[src/rtl/bb3_fifo.sv]
// Small flop queue between the classifying front and the filter back end
`default_nettype none

module bb3_fifo #(
    parameter int WIDTH = 8,
    parameter int DEPTH = 4
) (
    input  wire logic             i_clk,
    input  wire logic             i_rst_n,
    input  wire logic             i_push,
    input  wire logic [WIDTH-1:0] i_data,
    output logic                  o_full,
    output logic                  o_valid,
    output logic      [WIDTH-1:0] o_data,
    input  wire logic             i_pop
);

    localparam int AW = $clog2(DEPTH);
    localparam int NW = $clog2(DEPTH + 1);

    logic [WIDTH-1:0] r_mem [DEPTH];
    logic [AW-1:0]    r_wr, n_wr;
    logic [AW-1:0]    r_rd, n_rd;
    logic [NW-1:0]    r_count, n_count;

    assign o_full  = (r_count == NW'(DEPTH));
    assign o_valid = (r_count != '0);
    assign o_data  = r_mem[r_rd];

    always_comb begin
        n_wr = r_wr;
        n_rd = r_rd;
        if (i_push) begin
            n_wr = (r_wr == AW'(DEPTH - 1)) ? '0 : r_wr + AW'(1);
        end
        if (i_pop) begin
            n_rd = (r_rd == AW'(DEPTH - 1)) ? '0 : r_rd + AW'(1);
        end
        unique case ({i_push, i_pop})
            2'b10:   n_count = r_count + NW'(1);
            2'b01:   n_count = r_count - NW'(1);
            default: n_count = r_count;
        endcase
    end

    always_ff @(posedge i_clk) begin
        if (!i_rst_n) begin
            r_wr    <= '0;
            r_rd    <= '0;
            r_count <= '0;
        end else begin
            r_wr    <= n_wr;
            r_rd    <= n_rd;
            r_count <= n_count;
        end
    end

    always_ff @(posedge i_clk) begin
        if (i_push) begin
            r_mem[r_wr] <= i_data;
        end
    end

endmodule

`default_nettype wire

[config.mk]
export PLATFORM = sky130hd
export DESIGN_NAME = bb3_fifo
export DESIGN_NICKNAME = d
export VERILOG_FILES = /design/src/rtl/bb3_fifo.sv
export SDC_FILE = /design/constraint.sdc
export NUM_CORES = 1
export LEC_CHECK = 0
export BUFFER_PORTS_ARGS = -buffer_cell sky130_fd_sc_hd__buf_2
export CORE_MARGIN = 10
export CORE_UTILIZATION = 53
export CTS_BUF_LIST = sky130_fd_sc_hd__clkbuf_8
export DETAILED_ROUTE_END_ITERATION = 10
export PLACE_DENSITY = 0.85
export SYNTH_ARGS = -nofsm -noshare
export SYNTH_HDL_FRONTEND = slang
export SYNTH_SLANG_ARGS = --single-unit
[constraint.sdc]
create_clock -name i_clk -period 1.47 [get_ports i_clk]
set_input_delay 0.147 -clock i_clk [delete_from_list [all_inputs] [get_ports i_clk]]
set_output_delay 0.147 -clock i_clk [all_outputs]
set_load 0.02 [all_outputs]
==> metrics.txt, run 1 <==
synthesized netlist cell count 85; placeable core region 2830 µm²; CTS tree done; top post-synthesis cells by count sky130_fd_sc_hd__edfxtp_1, sky130_fd_sc_hd__dfxtp_1, sky130_fd_sc_hd__mux4_2, sky130_fd_sc_hd__ha_1; ratio of routed vias to standard cells 5.48; number of antenna violations at the first check in global routing 0; number of buffers inserted by post-CTS setup repair 0; areal power density over the cells 1230 nW/µm²; vertical die dimension 75.2 µm; iteration-0 DRC count of the detailed router 49; arrival time worst endpoint 1440 ps; Gate power share 0.145; top cell type by total area after synthesis sky130_fd_sc_hd__edfxtp_1; largest family of logic cells by synthesized area multiplexers; clock network latency to the later pin of the worst-skew pair 290 ps; RSZ-0062 raised after global routing yes; post-synthesis net count 104; type of the worst setup path register to output port; total placed instance area 1790 µm²; Worst Hold Path Cells 1; biggest fanout along the worst timing path 8; final standard cell area without fillers 1930 µm²; sum of overflow across all layers after global routing 0; adder-cell share of the synthesized area 0.0589; top-area cell type share of the netlist area 0.595; first-pass GRT wire length 4.44 mm; type of element capturing the critical path output port; fraction of the mapped netlist area in compound gates 0.0155; run status finished with violations; synthesized-area fraction occupied by and/or/nand/nor cells 0.0605; Reg clk slew, reported paths 70 ps; cells along the critical path buf_12 -> mux4_2 -> buf_6; static leakage 0.720 nW; Die X-Extent 75.2 µm; most numerous cell in the Yosys netlist sky130_fd_sc_hd__edfxtp_1; reported net switching power 0.000554 W; Post-layout nets 135; Critical R2R Capture r_count[2]$_SDFFE_PN0P_; row count 19; # H-tree levels 2; Worst path max stage delay 520 ps; number of flops mapped to enable cells by yosys 32; async set-or-reset flop fraction in the synthesized netlist 0; switching portion of total power 0.234; Max stage delay cell, worst path sky130_fd_sc_hd__mux4_2; r2r startpoint r_count[0]$_SDFFE_PN0P_; Detailed Routing Iterations Pass 1 4; starting density of the core 0.571; cell count of the worst reg-to-reg path 4; XOR/XNOR share of the synthesized area 0.0109; number of I/O port buffers 21; Vias 811; Fin. Hold Viols 0; Antenna Diode Count 0; CTS Sinks 41; ratio of final minimum period to clock period 1.08; synthesis warning total 0; Final ANT Viol Nets 0; root buf cell sky130_fd_sc_hd__clkbuf_8; sequential fraction of the synthesis area 0.707; violated checks negative setup slack; part of the total power dissipated in sequential elements 0.572; Seq cells post-synth 41; fraction of power consumed by the clock network 0.283; path class of the lowest-slack min-delay path input port to register; total detailed-routing wirelength 2.60 mm; Req. time, crit path 1320 ps; max cap viols 0; vias in the first global route 917; count of distinct cell types in the synthesized netlist 18; global placement routability congestion 0.692; Max Clk Rate 629 MHz; # IOs 22; sort of element at the start of the critical path register; clock skew after layout 8.47 ps; least setup slack across all paths after layout -120 ps; Longest Clk Path Bufs 2; internal power 0.00181 W; crit path to o_data[6]; peak ir drop on the vdd network 687 µV; share of synthesized area spent on multiplexers 0.130; final period demand of the worst path 1590 ps; Setup-failing EPs final 8; Tightest Pin Transition 427 ps; Area contributors post-synth sky130_fd_sc_hd__edfxtp_1, sky130_fd_sc_hd__dfxtp_1, sky130_fd_sc_hd__mux4_2, sky130_fd_sc_hd__ha_1, sky130_fd_sc_hd__and2_1; fraction of final layout cells sized beyond drive strength 1 0.368; average footprint of a synthesized cell 19.0 µm²; smallest hold slack 67.9 ps; Area growth, synth to finish 19.5%; summed instance area of the synthesized netlist 1610 µm²; Die ar. 5650 µm²; number of cells in the finished layout apart from fillers 148; most instantiated flip-flop cell in the synthesis netlist sky130_fd_sc_hd__edfxtp_1; count of pins over their slew limit 0; reg2reg setup slack 70 ps; cell count after placement 140; pin count of the biggest net entering global routing 13; post-CTS resize count 18; number of DRC violations after detailed routing 0; detailed-route wire length per cell 17.6 µm; overall routing resource usage 0.109; hold-fix buffers at CTS 0; setup_tns -864 ps; number of CTS-inserted buffers 5; worst relative slew slack 0.716
-- power groups by stage --
| stage | sequential (W) | clock (W) | combinational [W] |
|---|---|---|---|
| 2_1_floorplan | 0.00136 | 0 | 0.000204 |
| 3_3_place_gp | 0.00137 | 0 | 0.000294 |
| 3_5_place_dp | 0.00138 | 0 | 0.000304 |
| 4_1_cts | 0.00135 | 0.000688 | 0.000345 |
| 5_1_grt | 0.00136 | 0.000731 | 0.000376 |
| 6_report | 0.00135 | 0.000669 | 0.000343 |
-- final cells by class --
cell class	count	area [µm²]
clock buffer	5	68.8
clock inverter	3	12.5
fill	178	901
inverter	3	11.3
multi-input combinational	39	448
sequential	41	1140
tap	31	38.8
timing repair buffer	26	205
-- sequential cells by signal (all words and copies together) (netlist names), named ones only --
| signal | cells |
|---|---|
| r_wr | 2 |
| r_count | 3 |
| r_mem | 32 |
| r_rd | 2 |
-- worst min-delay path by stage --
stage	to	from	slack [ps]
4_1_cts	r_mem[2][3]$_DFFE_PP_	i_data[3]	60
3_3_place_gp	r_mem[1][3]$_DFFE_PP_	i_data[3]	360
5_1_grt	r_mem[0][3]$_DFFE_PP_	i_data[3]	50
3_5_place_dp	r_mem[2][7]$_DFFE_PP_	i_data[7]	360
6_report	r_mem[1][4]$_DFFE_PP_	i_data[4]	70
2_1_floorplan	r_mem[0][0]$_DFFE_PP_	i_data[0]	250
-- routing by layer --
layer | track usage | wire length [µm] | up-vias
met3 | 0.0565 | 220 | 6
met1 | 0.117 | 1030 | 396
met5 | 0 | 0 | -
li1 | - | - | 385
met2 | 0.174 | 1300 | 24
met4 | 0.0577 | 53 | 0
-- cells in the final DEF (no fill, tap or decap), types with 3 or more instances in the layout --
| cell type | n |
|---|---|
| sky130_fd_sc_hd__buf_2 | 13 |
| sky130_fd_sc_hd__ha_1 | 6 |
| sky130_fd_sc_hd__edfxtp_1 | 32 |
| sky130_fd_sc_hd__nor2b_1 | 5 |
| sky130_fd_sc_hd__buf_6 | 8 |
| sky130_fd_sc_hd__clkbuf_8 | 5 |
| sky130_fd_sc_hd__buf_4 | 4 |
| sky130_fd_sc_hd__inv_1 | 5 |
| sky130_fd_sc_hd__dfxtp_1 | 7 |
| sky130_fd_sc_hd__and2_1 | 5 |
| sky130_fd_sc_hd__mux4_2 | 8 |
| sky130_fd_sc_hd__mux2i_1 | 3 |
| sky130_fd_sc_hd__nor3b_1 | 3 |
-- metrics by stage --
step / util / setup WS [ps] / total power, W
2_1_floorplan: - / 80.1 / 0.00156
3_3_place_gp: 0.633 / -26.7 / 0.00166
6_report: 0.682 / -120 / 0.00236
5_1_grt: 0.682 / -158 / 0.00247
3_5_place_dp: 0.633 / -95.4 / 0.00168
4_1_cts: 0.681 / -135 / 0.00238
-- worst max-delay path: cells and delay by family (launching register included) --
kind / cells / cell delay, ps
mux: 1 / 520
flops: 1 / 340
buf+inv: 2 / 290
-- logic make-up (layout without fill, tap and decap cells) --
| kind of cell | count (synthesis) | after routing |
|---|---|---|
| compound gates | 4 | 4 |
| xor+xnor | 2 | 2 |
| fa+ha+maj | 7 | 7 |
| buf+inv | 5 | 37 |
| flops | 41 | 41 |
| mux | 11 | 11 |
| simple gates | 15 | 15 |
Note: power is estimated with default switching activity, not from simulation.
==> run 2, diff against run 1 <==
CTS_BUF_LIST = sky130_fd_sc_hd__clkbuf_2   (was sky130_fd_sc_hd__clkbuf_8)
==> metrics.txt, run 2 (synthesized netlist as in run 1, its figures left out) <==
number of I/O port buffers 21 (unchanged); Hold Crit Start i_rst_n (was i_data[4]); Fin. Hold Viols 0 (unchanged); run status finished with violations (unchanged); r2r startpoint r_count[1]$_SDFFE_PN0P_ (was r_count[0]$_SDFFE_PN0P_); root buf cell sky130_fd_sc_hd__clkbuf_2 (was sky130_fd_sc_hd__clkbuf_8); number of antenna violations at the first check in global routing 0 (unchanged); final period demand of the worst path 1720 ps (was 1590 ps); CTS Sinks 41 (unchanged); least setup slack across all paths after layout -250 ps (was -120 ps); clock skew after layout 24.4 ps (was 8.47 ps); count of pins over their slew limit 0 (unchanged); fraction of final layout cells sized beyond drive strength 1 0.402 (was 0.368); Longest Clk Path Bufs 2 (unchanged); ratio of routed vias to standard cells 5.42 (was 5.48); cell count after placement 140 (unchanged); Final ANT Viol Nets 0 (unchanged); RSZ-0062 raised after global routing yes (unchanged); Vias 857 (was 811); overall routing resource usage 0.109 (about the same); static leakage 0.755 nW (was 0.720 nW); Die X-Extent 75.2 µm (unchanged); Max Clk Rate 581 MHz (was 629 MHz); clock network latency to the later pin of the worst-skew pair 380 ps (was 290 ps); overall power 0.00221 W (was 0.00236 W); Detailed Routing Iterations Pass 1 3 (was 4); number of DRC violations after detailed routing 0 (unchanged); cell count of the worst reg-to-reg path 4 (unchanged); row count 19 (unchanged); Antenna Diode Count 0 (unchanged); sort of element at the start of the critical path register (unchanged); setup_tns -1900 ps (was -864 ps); arrival time worst endpoint 1570 ps (was 1440 ps); biggest fanout along the worst timing path 8 (unchanged); placeable core region 2830 µm² (unchanged); reg2reg setup slack 60 ps (was 70 ps); ratio of final minimum period to clock period 1.17 (was 1.08); starting density of the core 0.571 (unchanged); Worst Hold Path Cells 2 (was 1); global placement routability congestion 0.692 (unchanged); pin count of the biggest net entering global routing 13 (unchanged); Area growth, synth to finish 24.7% (was 19.5%); path class of the lowest-slack min-delay path input port to register (unchanged); Tightest Pin Transition 429 ps (was 427 ps); Post-layout nets 145 (was 135); worst relative slew slack 0.714 (was 0.716); number of CTS-inserted buffers 5 (unchanged); number of cells in the finished layout apart from fillers 158 (was 148); detailed-route wire length per cell 16.9 µm (was 17.6 µm); areal power density over the cells 1100 nW/µm² (was 1230 nW/µm²); total detailed-routing wirelength 2.67 mm (was 2.60 mm); violated checks negative setup slack (unchanged); max cap viols 0 (unchanged); vertical die dimension 75.2 µm (unchanged); Req. time, crit path 1320 ps (about the same); # H-tree levels 2 (unchanged); register containing the most flip-flops in the final layout r_mem (unchanged); Top Registers r_mem (32), r_count (3) (unchanged); iteration-0 DRC count of the detailed router 38 (was 49); Reg clk slew, reported paths 190 ps (was 70 ps); sum of overflow across all layers after global routing 0 (unchanged); CTS tree done (unchanged); # IOs 22 (unchanged); type of element capturing the critical path output port (unchanged); flip-flop count of the largest register after layout 32 (unchanged); peak ir drop on the vdd network 700 µV (was 687 µV); Setup-failing EPs final 8 (unchanged); vias in the first global route 969 (was 917); Die ar. 5650 µm² (unchanged); most frequent standard cell in the layout excluding fill and tap cells sky130_fd_sc_hd__edfxtp_1 (unchanged); highest-count cells in the layout ignoring fill and taps sky130_fd_sc_hd__edfxtp_1, sky130_fd_sc_hd__buf_2, sky130_fd_sc_hd__buf_6 (was sky130_fd_sc_hd__edfxtp_1, sky130_fd_sc_hd__buf_2, sky130_fd_sc_hd__mux4_2, sky130_fd_sc_hd__buf_6, sky130_fd_sc_hd__dfxtp_1); Critical R2R Capture r_count[2]$_SDFFE_PN0P_ (unchanged); first-pass GRT wire length 4.53 mm (was 4.44 mm); type of the worst setup path register to output port (unchanged)
run 2: metrics by stage:
step	setup slack (ps)	cell area, µm²	util	hold WS, ps
5_1_grt	-321	2010	0.711	22.4
4_1_cts	-274	1980	0.698	12.7
2_1_floorplan	80.1	1610	-	246
3_5_place_dp	-95.4	1790	0.633	364
6_report	-250	2010	0.711	31.3
3_3_place_gp	-26.7	1790	0.633	357
run 2: cell type report:
cell class	instances	area, µm²
flip-flops and latches	41	1150
fillers	168	817
multi-input cells	39	465
repair buffers	36	307
well taps	31	38.8
clock buffers	7	35.0
inverters	3	11.3
clock inverters	1	5.00
run 2: layer usage:
layer	wire length, µm	part of all wire	global-route usage	vias to the layer above
met3	151	0.056	0.0342	9
met5	0	0	0	-
met2	1330	0.50	0.178	21
li1	-	-	-	408
met1	1120	0.42	0.122	419
met4	63	0.024	0.0680	0
run 2: where the power goes:
| group | switching (W) | internal [W] |
|---|---|---|
| Combinational | 0.000179 | 0.000225 |
| Clock | 0.000327 | 0.000130 |
| Sequential | 0.0000366 | 0.00131 |
| Total | 0.000542 | 0.00167 |
run 2: worst max-delay path by stage:
stage	from	to	slack, ps	cells past startpoint
3_5_place_dp	i_push	r_count[2]$_SDFFE_PN0P_	-100	7
3_3_place_gp	i_push	r_count[2]$_SDFFE_PN0P_	-30	7
6_report	register	o_data[6]	-250	3
2_1_floorplan	i_push	r_count[2]$_SDFFE_PN0P_	80	6
4_1_cts	register	o_data[6]	-270	3
5_1_grt	register	o_data[6]	-320	3
run 2: critical path, stage by stage (launching register included):
cell	delay [ps]
sky130_fd_sc_hd__dfxtp_2	380
sky130_fd_sc_hd__buf_12	130
sky130_fd_sc_hd__mux4_2	520
sky130_fd_sc_hd__buf_6	150
run 2: repair_timing:
action                                  in CTS  in global routing
hold buffers                                 8                  0
pin swaps                                    1                  3
resized for setup                           20                  7
setup buffers                                1                  1
hold endpoints to repair                    32                  0
endpoints found under the setup margin      10                 11
