$ cat config.mk
export PLATFORM = sky130hd
export DESIGN_NAME = bb3_front_flat
export DESIGN_NICKNAME = d
export VERILOG_FILES = /design/src/rtl/bb3_pkg.sv /design/src/rtl/bb3_req_if.sv /design/src/rtl/bb3_front.sv /design/src/flat_wrapper.sv
export SDC_FILE = /design/constraint.sdc
export NUM_CORES = 1
export LEC_CHECK = 0
export BUFFER_PORTS_ARGS = -buffer_cell sky130_fd_sc_hd__buf_4
export CAP_MARGIN = 15
export CELL_PAD_IN_SITES_DETAIL_PLACEMENT = 1
export CELL_PAD_IN_SITES_GLOBAL_PLACEMENT = 2
export CORE_MARGIN = 3
export CORE_UTILIZATION = 32
export DETAILED_ROUTE_END_ITERATION = 6
export GPL_TIMING_DRIVEN = 0
export PLACE_DENSITY_LB_ADDON = 0.1
export SLEW_MARGIN = 0
export SYNTH_ARGS = -nofsm -noshare
export SYNTH_HDL_FRONTEND = slang
export SYNTH_SLANG_ARGS = --single-unit
$ cat constraint.sdc
create_clock -name i_clk -period 5.3 [get_ports i_clk]
set_input_delay 0.265 -clock i_clk [delete_from_list [all_inputs] [get_ports i_clk]]
set_output_delay 0.265 -clock i_clk [all_outputs]
set_load 0.02 [all_outputs]
$ cat src/rtl/bb3_pkg.sv
// Types and constants shared by the 3x3 box blur core
`default_nettype none

package bb3_pkg;

    localparam int CH_W = 8;

    typedef struct packed {
        logic [CH_W-1:0] red;
        logic [CH_W-1:0] green;
        logic [CH_W-1:0] blue;
    } t_rgb;

    // one line-store entry: the pixel two lines up and one line up
    typedef struct packed {
        t_rgb upper;
        t_rgb middle;
    } t_line;

    // window rows or columns that fall outside the frame
    typedef struct packed {
        logic top;
        logic bot;
        logic left;
        logic right;
    } t_mask;

    typedef struct packed {
        logic  first;
        logic  out_v;
        logic  frame_end;
        t_mask mask;
    } t_ctl;

    localparam logic REQ_PIXEL = 1'b0;

    localparam int CFG_AW    = 3;
    localparam int CFG_VAL_W = 11;
    localparam int APB_DW    = 32;

    localparam logic REG_FRAME_WIDTH  = 1'b0;
    localparam logic REG_FRAME_HEIGHT = 1'b1;

    localparam int RESET_WIDTH  = 800;
    localparam int RESET_HEIGHT = 600;

    localparam int Q_DEPTH = 4;

    // nine 8-bit taps fit in 12 bits; x/9 == (x*7282)>>16 for x < 4096/1.7
    localparam int             SUM_W      = 12;
    localparam int             PROD_W     = 25;
    localparam logic [12:0]    DIV9_MUL   = 13'd7282;
    localparam int             DIV9_SHIFT = 16;
    localparam logic [CH_W-1:0] ALPHA     = 8'hFF;

endpackage

`default_nettype wire

$ cat src/rtl/bb3_req_if.sv
// Input channel of the blur core: one pixel or flush item per beat
`default_nettype none

interface bb3_req_if;
    logic                     valid;
    logic                     ready;
    logic                     req_type;
    logic [bb3_pkg::CH_W-1:0] in_red;
    logic [bb3_pkg::CH_W-1:0] in_green;
    logic [bb3_pkg::CH_W-1:0] in_blue;

    modport source (output valid, req_type, in_red, in_green, in_blue, input ready);
    modport sink   (input valid, req_type, in_red, in_green, in_blue, output ready);
endinterface

`default_nettype wire

$ cat src/rtl/bb3_front.sv
// Front end: frame registers, stream position and per-beat classification
`default_nettype none

module bb3_front #(
    parameter int MAX_WIDTH  = 1024,
    parameter int MAX_HEIGHT = 1024
) (
    input  wire logic                              i_clk,
    input  wire logic                              i_rst_n,
    bb3_req_if.sink                                i_req,
    input  wire logic                              i_q_full,
    output logic                                   o_push,
    output bb3_pkg::t_ctl                          o_ctl,
    output bb3_pkg::t_rgb                          o_pix,
    output logic [$clog2(MAX_WIDTH)-1:0]           o_col,
    input  wire logic                              psel,
    input  wire logic                              penable,
    input  wire logic                              pwrite,
    input  wire logic [bb3_pkg::CFG_AW-1:0]        paddr,
    input  wire logic [bb3_pkg::APB_DW-1:0]        pwdata,
    output logic      [bb3_pkg::APB_DW-1:0]        prdata,
    output logic                                   pready
);

    localparam int CW  = $clog2(MAX_WIDTH);
    localparam int WW  = $clog2(MAX_WIDTH + 1);
    localparam int HW  = $clog2(MAX_HEIGHT + 1);
    localparam int RW  = $clog2(MAX_HEIGHT + 2);
    localparam int QRW = $clog2(MAX_HEIGHT);
    localparam int RST_W = (bb3_pkg::RESET_WIDTH > MAX_WIDTH) ?
                           MAX_WIDTH : bb3_pkg::RESET_WIDTH;
    localparam int RST_H = (bb3_pkg::RESET_HEIGHT > MAX_HEIGHT) ?
                           MAX_HEIGHT : bb3_pkg::RESET_HEIGHT;

    logic [WW-1:0]  r_width, n_width;
    logic [HW-1:0]  r_height, n_height;
    logic [CW-1:0]  r_col, n_col;
    logic [RW-1:0]  r_row, n_row;
    logic [CW-1:0]  r_qc, n_qc;
    logic [QRW-1:0] r_qr, n_qr;

    logic                           cfg_wr;
    logic                           cfg_idx;
    logic [bb3_pkg::CFG_VAL_W-1:0]  cfg_val;
    logic [WW-1:0]                  w_clamp;
    logic [HW-1:0]                  h_clamp;
    logic                           col_last;
    logic                           qc_last;
    logic                           qr_last;
    logic                           in_frame;
    logic                           out_v;
    logic                           frame_end;

    assign cfg_wr  = psel && penable && pwrite;
    assign cfg_idx = paddr[bb3_pkg::CFG_AW-1];
    assign cfg_val = pwdata[bb3_pkg::CFG_VAL_W-1:0];
    assign pready  = 1'b1;

    always_comb begin
        unique case (cfg_idx)
            bb3_pkg::REG_FRAME_WIDTH:  prdata = bb3_pkg::APB_DW'(r_width);
            bb3_pkg::REG_FRAME_HEIGHT: prdata = bb3_pkg::APB_DW'(r_height);
            default:                   prdata = '0;
        endcase
    end

    // zero reads as one, anything above the maximum saturates
    always_comb begin
        priority if (cfg_val == '0) begin
            w_clamp = WW'(1);
        end else if (int'(cfg_val) > MAX_WIDTH) begin
            w_clamp = WW'(MAX_WIDTH);
        end else begin
            w_clamp = WW'(cfg_val);
        end
        priority if (cfg_val == '0) begin
            h_clamp = HW'(1);
        end else if (int'(cfg_val) > MAX_HEIGHT) begin
            h_clamp = HW'(MAX_HEIGHT);
        end else begin
            h_clamp = HW'(cfg_val);
        end
    end

    assign col_last  = (WW'(r_col) + WW'(1)) == r_width;
    assign qc_last   = (WW'(r_qc) + WW'(1)) == r_width;
    assign qr_last   = (HW'(r_qr) + HW'(1)) == r_height;
    assign in_frame  = r_row < RW'(r_height);
    // results start once a line and one pixel have gone in
    assign out_v     = (r_row > RW'(1)) || ((r_row == RW'(1)) && (r_col != '0));
    assign frame_end = out_v && qc_last && qr_last;

    assign i_req.ready = !i_q_full;
    assign o_push      = i_req.valid && !i_q_full;
    assign o_col       = r_col;

    always_comb begin
        o_ctl.first      = (r_row == '0) && (r_col == '0);
        o_ctl.out_v      = out_v;
        o_ctl.frame_end  = frame_end;
        o_ctl.mask.top   = (r_qr == '0);
        o_ctl.mask.bot   = qr_last;
        o_ctl.mask.left  = (r_qc == '0);
        o_ctl.mask.right = qc_last;
        // flush beats and anything below the last line go in as black
        if ((i_req.req_type == bb3_pkg::REQ_PIXEL) && in_frame) begin
            o_pix.red   = i_req.in_red;
            o_pix.green = i_req.in_green;
            o_pix.blue  = i_req.in_blue;
        end else begin
            o_pix = '0;
        end
    end

    always_comb begin
        n_width  = r_width;
        n_height = r_height;
        n_col    = r_col;
        n_row    = r_row;
        n_qc     = r_qc;
        n_qr     = r_qr;
        priority if (cfg_wr) begin
            if (cfg_idx == bb3_pkg::REG_FRAME_WIDTH) begin
                n_width = w_clamp;
            end else begin
                n_height = h_clamp;
            end
            n_col = '0;
            n_row = '0;
            n_qc  = '0;
            n_qr  = '0;
        end else if (o_push && frame_end) begin
            n_col = '0;
            n_row = '0;
            n_qc  = '0;
            n_qr  = '0;
        end else if (o_push) begin
            if (col_last) begin
                n_col = '0;
                n_row = r_row + RW'(1);
            end else begin
                n_col = r_col + CW'(1);
            end
            if (out_v) begin
                if (qc_last) begin
                    n_qc = '0;
                    n_qr = r_qr + QRW'(1);
                end else begin
                    n_qc = r_qc + CW'(1);
                end
            end
        end
    end

    always_ff @(posedge i_clk) begin
        if (!i_rst_n) begin
            r_width  <= WW'(RST_W);
            r_height <= HW'(RST_H);
            r_col    <= '0;
            r_row    <= '0;
            r_qc     <= '0;
            r_qr     <= '0;
        end else begin
            r_width  <= n_width;
            r_height <= n_height;
            r_col    <= n_col;
            r_row    <= n_row;
            r_qc     <= n_qc;
            r_qr     <= n_qr;
        end
    end

endmodule

`default_nettype wire

$ cat src/flat_wrapper.sv
// flat-port wrapper written by rule: the top's interface ports become plain ports
module bb3_front_flat 
#(
    parameter int MAX_WIDTH  = 1024,
    parameter int MAX_HEIGHT = 1024
)
  (i_clk, i_rst_n, i_q_full, o_push, o_ctl, o_pix, o_col, psel, penable, pwrite, paddr, pwdata, prdata, pready, i_req_valid, i_req_req_type, i_req_in_red, i_req_in_green, i_req_in_blue, i_req_ready);
  bb3_req_if i_req_i ();
  input  wire logic i_clk;
  input  wire logic i_rst_n;
  input  wire logic i_q_full;
  output logic o_push;
  output bb3_pkg::t_ctl o_ctl;
  output bb3_pkg::t_rgb o_pix;
  output logic [$clog2(MAX_WIDTH)-1:0] o_col;
  input  wire logic psel;
  input  wire logic penable;
  input  wire logic pwrite;
  input  wire logic [bb3_pkg::CFG_AW-1:0] paddr;
  input  wire logic [bb3_pkg::APB_DW-1:0] pwdata;
  output logic      [bb3_pkg::APB_DW-1:0] prdata;
  output logic pready;
  input wire logic [$bits(i_req_i.valid)-1:0] i_req_valid;
  input wire logic [$bits(i_req_i.req_type)-1:0] i_req_req_type;
  input wire logic [$bits(i_req_i.in_red)-1:0] i_req_in_red;
  input wire logic [$bits(i_req_i.in_green)-1:0] i_req_in_green;
  input wire logic [$bits(i_req_i.in_blue)-1:0] i_req_in_blue;
  output wire logic [$bits(i_req_i.ready)-1:0] i_req_ready;
  assign i_req_i.valid = i_req_valid;
  assign i_req_i.req_type = i_req_req_type;
  assign i_req_i.in_red = i_req_in_red;
  assign i_req_i.in_green = i_req_in_green;
  assign i_req_i.in_blue = i_req_in_blue;
  assign i_req_ready = i_req_i.ready;
  bb3_front #(.MAX_WIDTH(MAX_WIDTH), .MAX_HEIGHT(MAX_HEIGHT)) u_core (.i_clk(i_clk), .i_rst_n(i_rst_n), .i_req(i_req_i), .i_q_full(i_q_full), .o_push(o_push), .o_ctl(o_ctl), .o_pix(o_pix), .o_col(o_col), .psel(psel), .penable(penable), .pwrite(pwrite), .paddr(paddr), .pwdata(pwdata), .prdata(prdata), .pready(pready));
endmodule
==> impl_metrics.ini, run 1 <==
[status]
outcome = completed

[sta]
fin_crit_sh = 0.624
clock-skew-final_ns = 0.00656
totalNegativeSetupSlack_ns = 0
tightestPinTransition_ns = 0.696
timing.fmax_mhz = 302
max_slew_margin = 0.534
final-max-slew-violation-count = 0
final_period_minus_worst_setup_slack_ns = 3.31
final_hold_viol_count = 0
rsz0062_at_grt = no
setup_viol = 0
finalWorstSetupSlack_ns = 1.99

[critical_path]
timing.critical_path.arrival_ns = 3.04
crit_path_start_kind = flop
critPathMaxFanout = 10
worstSetupPathType = reg2out
worstPathRequired_ns = 5.04
r2r.worst_path.cells = 8
crit_path_end_kind = output pin

[clock_network]
cts_buffers = 9
cts_root_buffer = sky130_fd_sc_hd__clkbuf_16
cts_hold_repair.buffers = 0
worst_setup_hold_path_clk_slew_ns = 0.06
clock-sinks = 63
cts_tree = yes
clk-insertion-delay-late_ns = 0.34
clock_h_tree_levels = 3
postCtsResizedCells = 0
cts-root-to-sink-buffers = 2
postCtsSetupBuffers = 0

[drt]
detail_route.iter0.violations = 234
drt_pre_antenna_iters = 4
ant_nets_after_route = 0
post_drt_wl_per_cell_um = 17.6
detail_route.vias_per_cell = 5.36
finalWirelength_um = 16900
drt_drc_violations_left = 0
detailroute.via_count = 5127

[cells_and_area]
proportion_of_layout_cells_with_a_drive_suffix_above_1 = 0.233
final_net_count = 854
area_growth_syn_to_layout_pct = 28.2
finish.instance_area_mm2 = 0.00630
diodes = 0

[grt]
first_global_vias = 5233
grt_use_total = 0.202
grt_pass1_wl_um = 27200
grt_start_max_net_pins = 12
initial_antenna_violation_count = 0
grt.overflow.total = 0

[placement]
placement.setup.worst_slack_ns = 2.26
post-dp-hpwl_um = 13100
place.gp.congestion = 0.846
postPlaceCellArea_mm2 = 0.00594
port_buffers = 96

[logic_synthesis]
yosys_register_bits = 63
avgSynthCellArea_um2 = 7.67
synthFlopType = sky130_fd_sc_hd__dfxtp_1
post_synth_inst_count = 641
syn_area_mm2 = 0.00491
synth.lib_cells_used.distinct = 64
synth_seq_area_share = 0.257
postSynth.asyncResetShare = 0
synth_warnings = 0
number_of_synthesized_flops_with_an_enable_pin = 0

[floorplanning]
placementRows = 44
fp.dieArea_mm2 = 0.0169
core_mm2 = 0.0148
vertical_die_dimension_um = 130
die_width_um = 130
top_level_ports = 143
start_util = 0.333

[power]
p_leak_nw = 2.59
total_power_consumption_mw = 1.41
peakVddDrop_v = 0.000151
p_comb_frac = 0.131
power_switching_share = 0.245
clock_power_share = 0.525
pwr_dens_mw_per_mm2 = 224
share_seq_of_total_power = 0.344
cell_internal_pwr_mw = 1.07
net-switching-power_uw = 346

[job]
max_capacitance_violation_count = 0

[hold_path]
hold_class = in2reg
timing.hold.worst_path_depth = 2
[power groups by stage]
stage	clock (mW)	combinational [mW]	sequential, mW
after floorplan	0	0.109	0.493
after global routing	0.777	0.201	0.486
after detailed placement	0	0.184	0.496
final	0.742	0.184	0.486
after global placement	0	0.181	0.496
after CTS	0.753	0.185	0.486
[logic make-up (layout without fill, tap and decap cells)]
group                    Yosys count  after routing  share of synthesized area
AO/OA/AOI/OAI                    141            141                      0.188
buffers and inverters            102            214                      0.106
adder cells (fa/ha/maj)           19             19                     0.0484
multiplexers                      16             16                     0.0354
other                              2             22                    0.00153
flip-flops                        63             63                      0.257
AND/OR/NAND/NOR                  252            252                      0.281
XOR/XNOR                          46             46                     0.0820
[metal layers]
| layer | part of all wire | global-route usage | vias up |
|---|---|---|---|
| met1 | 0.46 | 0.270 | 2459 |
| met5 | 0 | 0 | - |
| met2 | 0.47 | 0.334 | 153 |
| met4 | 0.015 | 0.0617 | 0 |
| met3 | 0.058 | 0.0364 | 17 |
| li1 | - | - | 2498 |
[critical path, cell delays in order, from the launching register on]
cell	delay, ns
sky130_fd_sc_hd__dfxtp_1	0.41
sky130_fd_sc_hd__ha_1	0.33
sky130_fd_sc_hd__and3_1	0.22
sky130_fd_sc_hd__nand3_1	0.20
sky130_fd_sc_hd__mux2i_1	0.22
sky130_fd_sc_hd__nand3_1	0.10
sky130_fd_sc_hd__or4b_1	0.50
sky130_fd_sc_hd__buf_2	0.21
sky130_fd_sc_hd__inv_1	0.13
sky130_fd_sc_hd__and3_1	0.16
sky130_fd_sc_hd__buf_4	0.09
sky130_fd_sc_hd__buf_4	0.12
[area by class of cell]
type | count | area, um2
clock buffer | 10 | 229
fill | 1804 | 8450
inverter | 31 | 116
clock inverter | 6 | 133
multi-input combinational | 496 | 3200
buffer | 71 | 407
sequential | 63 | 1260
timing repair buffer | 96 | 721
tap | 184 | 230
[metrics by stage]
step	utilization	hold WS (ns)	instances
after global placement	0.403	0.487	941
after floorplan	-	0.393	661
after detailed placement	0.403	0.513	941
final	0.427	0.198	957
after global routing	0.427	0.228	957
after CTS	0.427	0.193	957
[worst paths after layout]
kind,startpoint,endpoint,slack (ns)
min,i_rst_n,u_core.r_height[0]$_SDFFE_PN0P_,0.20
max reg2reg,u_core.o_col[0]$_SDFFE_PP0P_,u_core.r_row[10]$_SDFFE_PP0P_,2.23
max,u_core.r_qr[0]$_SDFFE_PP0P_,o_ctl[4],1.99
min reg2reg,u_core.r_qr[1]$_SDFFE_PP0P_,u_core.r_qr[1]$_SDFFE_PP0P_,0.51
[cell usage after synthesis (14+ instances only)]
cell	count	area [um2]
sky130_fd_sc_hd__nand4_1	15	93.8
sky130_fd_sc_hd__clkbuf_1	24	90.1
sky130_fd_sc_hd__nand3_1	33	165
sky130_fd_sc_hd__buf_4	31	233
sky130_fd_sc_hd__inv_1	30	113
sky130_fd_sc_hd__o21ai_0	22	110
sky130_fd_sc_hd__a21boi_0	25	188
sky130_fd_sc_hd__xnor2_1	33	289
sky130_fd_sc_hd__ha_1	19	238
sky130_fd_sc_hd__nor2_1	19	71.3
sky130_fd_sc_hd__nor3_1	29	145
sky130_fd_sc_hd__a21oi_1	43	215
sky130_fd_sc_hd__nor2b_1	14	87.6
sky130_fd_sc_hd__dfxtp_1	63	1260
sky130_fd_sc_hd__nand2_1	56	210
[sequential cells by signal, indices dropped and copies added (netlist names)]
register / count
u_core.o_col: 10
u_core.r_height: 11
u_core.r_qc: 10
u_core.r_qr: 10
u_core.r_row: 11
u_core.r_width: 11
[cells in the final DEF (no fill, tap or decap), drive strengths merged, types with 7 or more instances in the layout]
master  instances
buf           143
dfxtp          63
nand2          56
a21oi          44
nand3          34
clkbuf         34
xnor2          33
inv            30
nor3           29
a21boi         25
o21ai          23
conb           22
nor2           19
ha             19
nand4          16
nor2b          14
xor2           13
nor4           12
mux2           11
or3            11
and3           11
nor3b           8
and2            7
a31oi           7
or4             7
or2             7
Power figures use the tool's default switching activity.
==> run 2, diff against run 1 <==
--- a/config.mk
+++ b/config.mk
@@ -5,12 +5,13 @@
 export SDC_FILE = /design/constraint.sdc
 export NUM_CORES = 1
 export LEC_CHECK = 0
+export ABC_AREA = 1
 export BUFFER_PORTS_ARGS = -buffer_cell sky130_fd_sc_hd__buf_4
 export CAP_MARGIN = 15
 export CELL_PAD_IN_SITES_DETAIL_PLACEMENT = 1
 export CELL_PAD_IN_SITES_GLOBAL_PLACEMENT = 2
 export CORE_MARGIN = 3
-export CORE_UTILIZATION = 32
+export CORE_UTILIZATION = 27
 export DETAILED_ROUTE_END_ITERATION = 6
 export GPL_TIMING_DRIVEN = 0
 export PLACE_DENSITY_LB_ADDON = 0.1
==> constraint.sdc (replaced) <==
create_clock -name i_clk -period 3.2 [get_ports i_clk]
set_input_delay 0.16 -clock i_clk [delete_from_list [all_inputs] [get_ports i_clk]]
set_output_delay 0.16 -clock i_clk [all_outputs]
set_load 0.02 [all_outputs]
==> run 2 against run 1 <==
- flip-flop and latch count unchanged
- design area increased by 6.7%
- first-iteration DRC count increased by 13%
- register-to-register slack got worse by 1.8 ns
- combinational power increased by 83%
- via count increased by 16%
- critical path depth increased by 3
- critical path type unchanged
- worst setup slack got worse by 1.7 ns
- core utilization decreased by 7.3 points
- synthesized cell count increased by 45%
==> impl_metrics.ini, run 2 <==
[status]
outcome = completed

[critical_path]
critPathMaxFanout = 10
cp_num_cells = 14
timing.critical_path.cells = ha_1, nand3_1, inv_1, nand3_1, nand2_1, nand2_1, nand2_1, nand3_1, nor2_2, clkbuf_4, nand2_1, nor3_1, buf_4, buf_4
timing.critical_path.slowest_stage_cell = sky130_fd_sc_hd__dfxtp_1
critical_path.n_buffers_inverters = 4
r2r.worst_path.cells = 13
worst_path_most_repeated_cell = sky130_fd_sc_hd__nand2_1
worstPathRequired_ns = 3.04
crit_path_end_kind = output pin
critical-path-top-delay-family = simple AND/OR/NAND/NOR gates
crit_path_start_kind = flop
slowest_delay_ns = 0.43
worstSetupPathType = reg2out
timing.critical_path.arrival_ns = 2.75

[sta]
timing.fmax_mhz = 344
tightestPinTransition_ns = 0.622
setup_viol = 0
final_hold_viol_count = 0
fin_crit_sh = 0.910
final-max-slew-violation-count = 0
totalNegativeSetupSlack_ns = 0
rsz0062_at_grt = no
final.hold.worst_slack_ns = 0.0942
clock-skew-final_ns = 0.0112
final_period_minus_worst_setup_slack_ns = 2.91
max_slew_margin = 0.586

[logic_synthesis]
ranking_of_synthesized_cells_by_area = sky130_fd_sc_hd__dfxtp_1 24%, sky130_fd_sc_hd__nand2_1 19%, sky130_fd_sc_hd__inv_1 11%
avgSynthCellArea_um2 = 5.67
synth_top_cell_area_share = 0.239
synth_seq_area_share = 0.239
synth_warnings = 0
yosys_register_bits = 63
synthFlopType = sky130_fd_sc_hd__dfxtp_1
postSynth.asyncResetShare = 0
post_synth_inst_count = 929
yosys.cell_count.top_type = sky130_fd_sc_hd__nand2_1
synth.lib_cells_used.distinct = 34
number_of_synthesized_flops_with_an_enable_pin = 0
syn_area_mm2 = 0.00527
synth_top_cells_by_count = 267 x sky130_fd_sc_hd__nand2_1, 155 x sky130_fd_sc_hd__inv_1, 135 x sky130_fd_sc_hd__nor2_1, 86 x sky130_fd_sc_hd__nand3_1, 63 x sky130_fd_sc_hd__dfxtp_1
synthDominantAreaCellType = sky130_fd_sc_hd__dfxtp_1

[power]
p_comb_frac = 0.150
clock_power_share = 0.489
total_power_consumption_mw = 2.24
cell_internal_pwr_mw = 1.63
share_seq_of_total_power = 0.361
pwr_dens_mw_per_mm2 = 333
peakVddDrop_v = 0.000240
power_switching_share = 0.275
p_leak_nw = 3.34
net-switching-power_uw = 615

[floorplanning]
placementRows = 50
start_util = 0.278
fp.dieArea_mm2 = 0.0212
core_mm2 = 0.0190
vertical_die_dimension_um = 146
top_level_ports = 143
die_width_um = 146

[cells_and_area]
largestRegisters = u_core.r_height: 11 flops, u_core.r_row: 11 flops, u_core.r_width: 11 flops
final_cell_mix = 267 x sky130_fd_sc_hd__nand2_1, 155 x sky130_fd_sc_hd__inv_1, 135 x sky130_fd_sc_hd__nor2_1
final-seq-area_mm2 = 0.00126
proportion_of_layout_cells_with_a_drive_suffix_above_1 = 0.157
footprint_of_the_multi_input_gates_mm2 = 0.00316
diodes = 0
nFillCells = 2616
layout.cells.most_common = sky130_fd_sc_hd__nand2_1
final_net_count = 1143
area_growth_syn_to_layout_pct = 27.5

[grt]
first_global_vias = 5904
grt_util_met2 = 0.313
grt_start_max_net_pins = 11
gr-max-usage-layer = met2
initial_antenna_violation_count = 0
met3_usage = 0.0333
grt_use_total = 0.193
global_route.usage.met1 = 0.277
grt_pass1_wl_um = 32800
grt.overflow.total = 0

[placement]
place.gp.congestion = 0.801
port_buffers = 97
post-dp-hpwl_um = 16700

[drt]
detail_route.iter0.violations = 265
drt_drc_violations_left = 0
detailroute.via_count = 5963
post_drt_wl_per_cell_um = 15.4
drt_pre_antenna_iters = 4
detail_route.vias_per_cell = 4.51
finalWirelength_um = 20400
ant_nets_after_route = 0

[clock_network]
cts_root_buffer = sky130_fd_sc_hd__clkbuf_16
cts_buffers = 9
worst_setup_hold_path_clk_slew_ns = 0.06
clock_h_tree_levels = 3
cts-root-to-sink-buffers = 2
cts_hold_repair.buffers = 0
clk-insertion-delay-late_ns = 0.34
cts_tree = yes
clock-sinks = 63

[hold_path]
timing.hold.worst_path_depth = 3
hold_class = in2reg

[job]
max_capacitance_violation_count = 0
[run 2: cell type report]
class | count | area share
clock inverters | 4 | 0.0104
inverters | 160 | 0.0894
plain buffers | 50 | 0.0501
flip-flops and latches | 63 | 0.188
repair buffers | 97 | 0.108
multi-input cells | 676 | 0.470
clock buffers | 11 | 0.0361
well taps | 260 | 0.0484
[run 2: worst paths after layout]
check / startpoint / to / slack, ns
worst max register to register: u_core.o_col[0]$_SDFFE_PP0P_ / u_core.r_qc[8]$_SDFFE_PP0P_ / 0.43
worst min-delay path: pwdata[5] / u_core.r_width[5]$_SDFFE_PN1P_ / 0.09
worst min register to register: u_core.r_height[2]$_SDFFE_PN0P_ / u_core.r_height[2]$_SDFFE_PN0P_ / 0.55
worst max-delay path: u_core.r_qc[0]$_SDFFE_PP0P_ / o_ctl[4] / 0.29
[run 2: power groups by stage]
stage,Sequential [mW],Clock (mW),Combinational (mW)
floorplan,0.821,0,0.195
detailed placement,0.827,0,0.339
CTS,0.809,1.12,0.340
finish,0.810,1.09,0.336
global route,0.811,1.17,0.371
global placement,0.827,0,0.336
[run 2: cell families after synthesis]
group | after synthesis | share of synthesized area
xor+xnor | 7 | 0.0116
buf+inv | 210 | 0.177
simple gates | 548 | 0.440
other cells | 2 | 0.00142
compound gates | 80 | 0.0855
fa+ha+maj | 19 | 0.0451
flops | 63 | 0.239
[run 2: tightest hold or removal path: cells and delay by family]
family                 cells  cell delay, ns
buffers and inverters      1            0.11
and+or+nand+nor            1            0.06
AOI/OAI and AO/OA          1            0.06
[run 2: metrics by stage]
stage	std cells	setup slack, ns	instance area [um2]	utilization
floorplan	949	1.00	5350	-
global placement	1306	0.391	6400	0.338
detailed placement	1306	0.394	6400	0.338
CTS	1321	0.178	6710	0.354
global route	1321	0.00431	6720	0.355
finish	1321	0.289	6720	0.355
[run 2: routing by layer]
metal,wire length [um],vias up
li1,-,3111
met1,10400,2767
met2,9260,80
met3,632,5
met4,94,0
met5,0,-
[run 2: timing repair]
item,CTS,global route
gates resized for setup,0,2
buffers inserted,0,0
setup endpoints to repair,0,1
==> run 3, diff against run 2 <==
--- a/config.mk
+++ b/config.mk
@@ -14,7 +14,7 @@
 export CORE_UTILIZATION = 27
 export DETAILED_ROUTE_END_ITERATION = 6
 export GPL_TIMING_DRIVEN = 0
-export PLACE_DENSITY_LB_ADDON = 0.1
+export PLACE_DENSITY = 0.82
 export SLEW_MARGIN = 0
 export SYNTH_ARGS = -nofsm -noshare
 export SYNTH_HDL_FRONTEND = slang
==> run 3 against run 2 <==
- die area did not move
- design area barely moved
- clock skew fell by 0.0058 ns
- flip-flop and latch count is the same
- worst setup slack gained 0.058 ns
- sequential power is essentially flat
- sequential share of layout area hardly changed
- worst hold slack better by 0.0084 ns
- global-route usage down 0.15 points
- critical endpoint unchanged
- largest power group unchanged
==> impl_metrics.ini, run 3 (same netlist as run 2, synthesis figures left out) <==
[sta]
timing.fmax_mhz = 351
tightestPinTransition_ns = 0.663
rsz0062_at_grt = no
final_period_minus_worst_setup_slack_ns = 2.85
final_hold_viol_count = 0
setup_viol = 0
max_slew_margin = 0.558
clock-skew-final_ns = 0.00536
totalNegativeSetupSlack_ns = 0
fin_crit_sh = 0.892
final-max-slew-violation-count = 0

[placement]
post-dp-hpwl_um = 16300
place.gp.congestion = 0.837
port_buffers = 97
numPlacedInstances = 1306

[power]
cell_internal_pwr_mw = 1.61
net-switching-power_uw = 616
power_switching_share = 0.277
total_power_consumption_mw = 2.22
peakVddDrop_v = 0.000273
p_leak_nw = 3.34
pwr_dens_mw_per_mm2 = 331
clock_power_share = 0.484
share_seq_of_total_power = 0.365
p_comb_frac = 0.151

[floorplanning]
start_util = 0.278
fp.dieArea_mm2 = 0.0212
top_level_ports = 143
die_width_um = 146
core_mm2 = 0.0190
vertical_die_dimension_um = 146
placementRows = 50

[status]
outcome = completed

[cells_and_area]
final-instance-count-excl-fill = 1322
layout.cells.most_common = sky130_fd_sc_hd__nand2_1
nFillCells = 2562
final_net_count = 1143
final_cell_mix = 267 x sky130_fd_sc_hd__nand2_1, 155 x sky130_fd_sc_hd__inv_1, 135 x sky130_fd_sc_hd__nor2_1
area_growth_syn_to_layout_pct = 27.5
largestRegisters = u_core.r_height: 11 flops, u_core.r_row: 11 flops, u_core.r_width: 11 flops
proportion_of_layout_cells_with_a_drive_suffix_above_1 = 0.158
footprint_of_the_multi_input_gates_mm2 = 0.00316
final-seq-area_mm2 = 0.00126
finalCoreUtilization = 0.355
diodes = 0

[hold_path]
timing.hold.worst_path_depth = 3
min_from = pwdata[5]
hold_class = in2reg

[critical_path]
rr_endpoint = u_core.r_qc[8]$_SDFFE_PP0P_
timing.critical_path.arrival_ns = 2.69
r2r.worst_path.cells = 13
capture_point_of_the_critical_path = o_ctl[4]
worstSetupPathType = reg2out
timing.rr.start = u_core.o_col[0]$_SDFFE_PP0P_
critPathMaxFanout = 10
timing.critical_path.from = u_core.r_qc[0]$_SDFFE_PP0P_
crit_path_end_kind = output pin
crit_path_start_kind = flop
worstPathRequired_ns = 3.04
setup.reg_to_reg.worst_slack_ns = 0.45

[drt]
detailroute.via_count = 6011
ant_nets_after_route = 0
detail_route.vias_per_cell = 4.55
drt_pre_antenna_iters = 4
detail_route.iter0.violations = 295
drt_drc_violations_left = 0
post_drt_wl_per_cell_um = 15.2
finalWirelength_um = 20100

[grt]
first_global_vias = 6090
grt_use_total = 0.192
grt.overflow.total = 0
initial_antenna_violation_count = 0
grt_pass1_wl_um = 32900
grt_start_max_net_pins = 12

[clock_network]
cts_root_buffer = sky130_fd_sc_hd__clkbuf_16
cts-root-to-sink-buffers = 2
cts_tree = yes
cts_hold_repair.buffers = 0
worst_setup_hold_path_clk_slew_ns = 0.06
clk-insertion-delay-late_ns = 0.34
clock-sinks = 63
cts_buffers = 9
clock_h_tree_levels = 3

[job]
max_capacitance_violation_count = 0
-- run 3: worst max-delay path, stage by stage (launching register included) --
cell	delay, ns
sky130_fd_sc_hd__dfxtp_1	0.42
sky130_fd_sc_hd__inv_2	0.09
sky130_fd_sc_hd__ha_1	0.30
sky130_fd_sc_hd__inv_1	0.05
sky130_fd_sc_hd__nand2_1	0.05
sky130_fd_sc_hd__nand3_1	0.07
sky130_fd_sc_hd__nor2_1	0.17
sky130_fd_sc_hd__nand2_1	0.07
sky130_fd_sc_hd__nor2_1	0.13
sky130_fd_sc_hd__nand3_1	0.13
sky130_fd_sc_hd__nor2_4	0.15
sky130_fd_sc_hd__buf_4	0.20
sky130_fd_sc_hd__nand2_1	0.09
sky130_fd_sc_hd__nor3_1	0.18
sky130_fd_sc_hd__buf_4	0.13
sky130_fd_sc_hd__buf_4	0.13
-- run 3: final cells by class --
cell class	instances	share of cell area
sequential	63	0.188
inverter	160	0.0894
clock inverter	6	0.0127
timing repair buffer	97	0.108
clock buffer	10	0.0341
tap	260	0.0484
multi-input combinational	676	0.469
buffer	50	0.0501
-- run 3: power groups by stage --
stage                     Clock [mW]  Sequential [mW]  Combinational (mW)
final                           1.08            0.811               0.336
after global routing            1.14            0.811               0.372
after CTS                       1.09            0.811               0.338
after detailed placement           0            0.828               0.337
after global placement             0            0.828               0.333
after floorplan                    0            0.821               0.195
-- run 3: repair_timing --
action	in CTS	in global routing
setup buffers	0	0
endpoints found under the setup margin	0	1
gates resized for setup	0	3
-- run 3: through the flow --
stage	area (um2)	hold slack, ns	worst slack, ns
6_report	6720	0.103	0.347
5_1_grt	6720	0.115	0.0307
4_1_cts	6710	0.0842	0.196
3_5_place_dp	6400	0.447	0.462
3_3_place_gp	6400	0.429	0.493
2_1_floorplan	5350	0.290	1.00
-- run 3: worst min path at each step --
stage / slack [ns] / endpoint
CTS: 0.08 / u_core.r_width[5]$_SDFFE_PN1P_
detailed placement: 0.45 / u_core.r_width[5]$_SDFFE_PN1P_
finish: 0.10 / u_core.r_width[5]$_SDFFE_PN1P_
global route: 0.12 / u_core.r_width[5]$_SDFFE_PN1P_
global placement: 0.43 / u_core.r_width[5]$_SDFFE_PN1P_
floorplan: 0.29 / u_core.r_width[5]$_SDFFE_PN1P_
-- run 3: routing by layer --
layer	vias to the layer above	track usage	share of wire
met5	-	0	0
met4	0	0.0518	0.012
met3	14	0.0174	0.035
met2	90	0.305	0.45
met1	2791	0.277	0.50
li1	3116	-	-
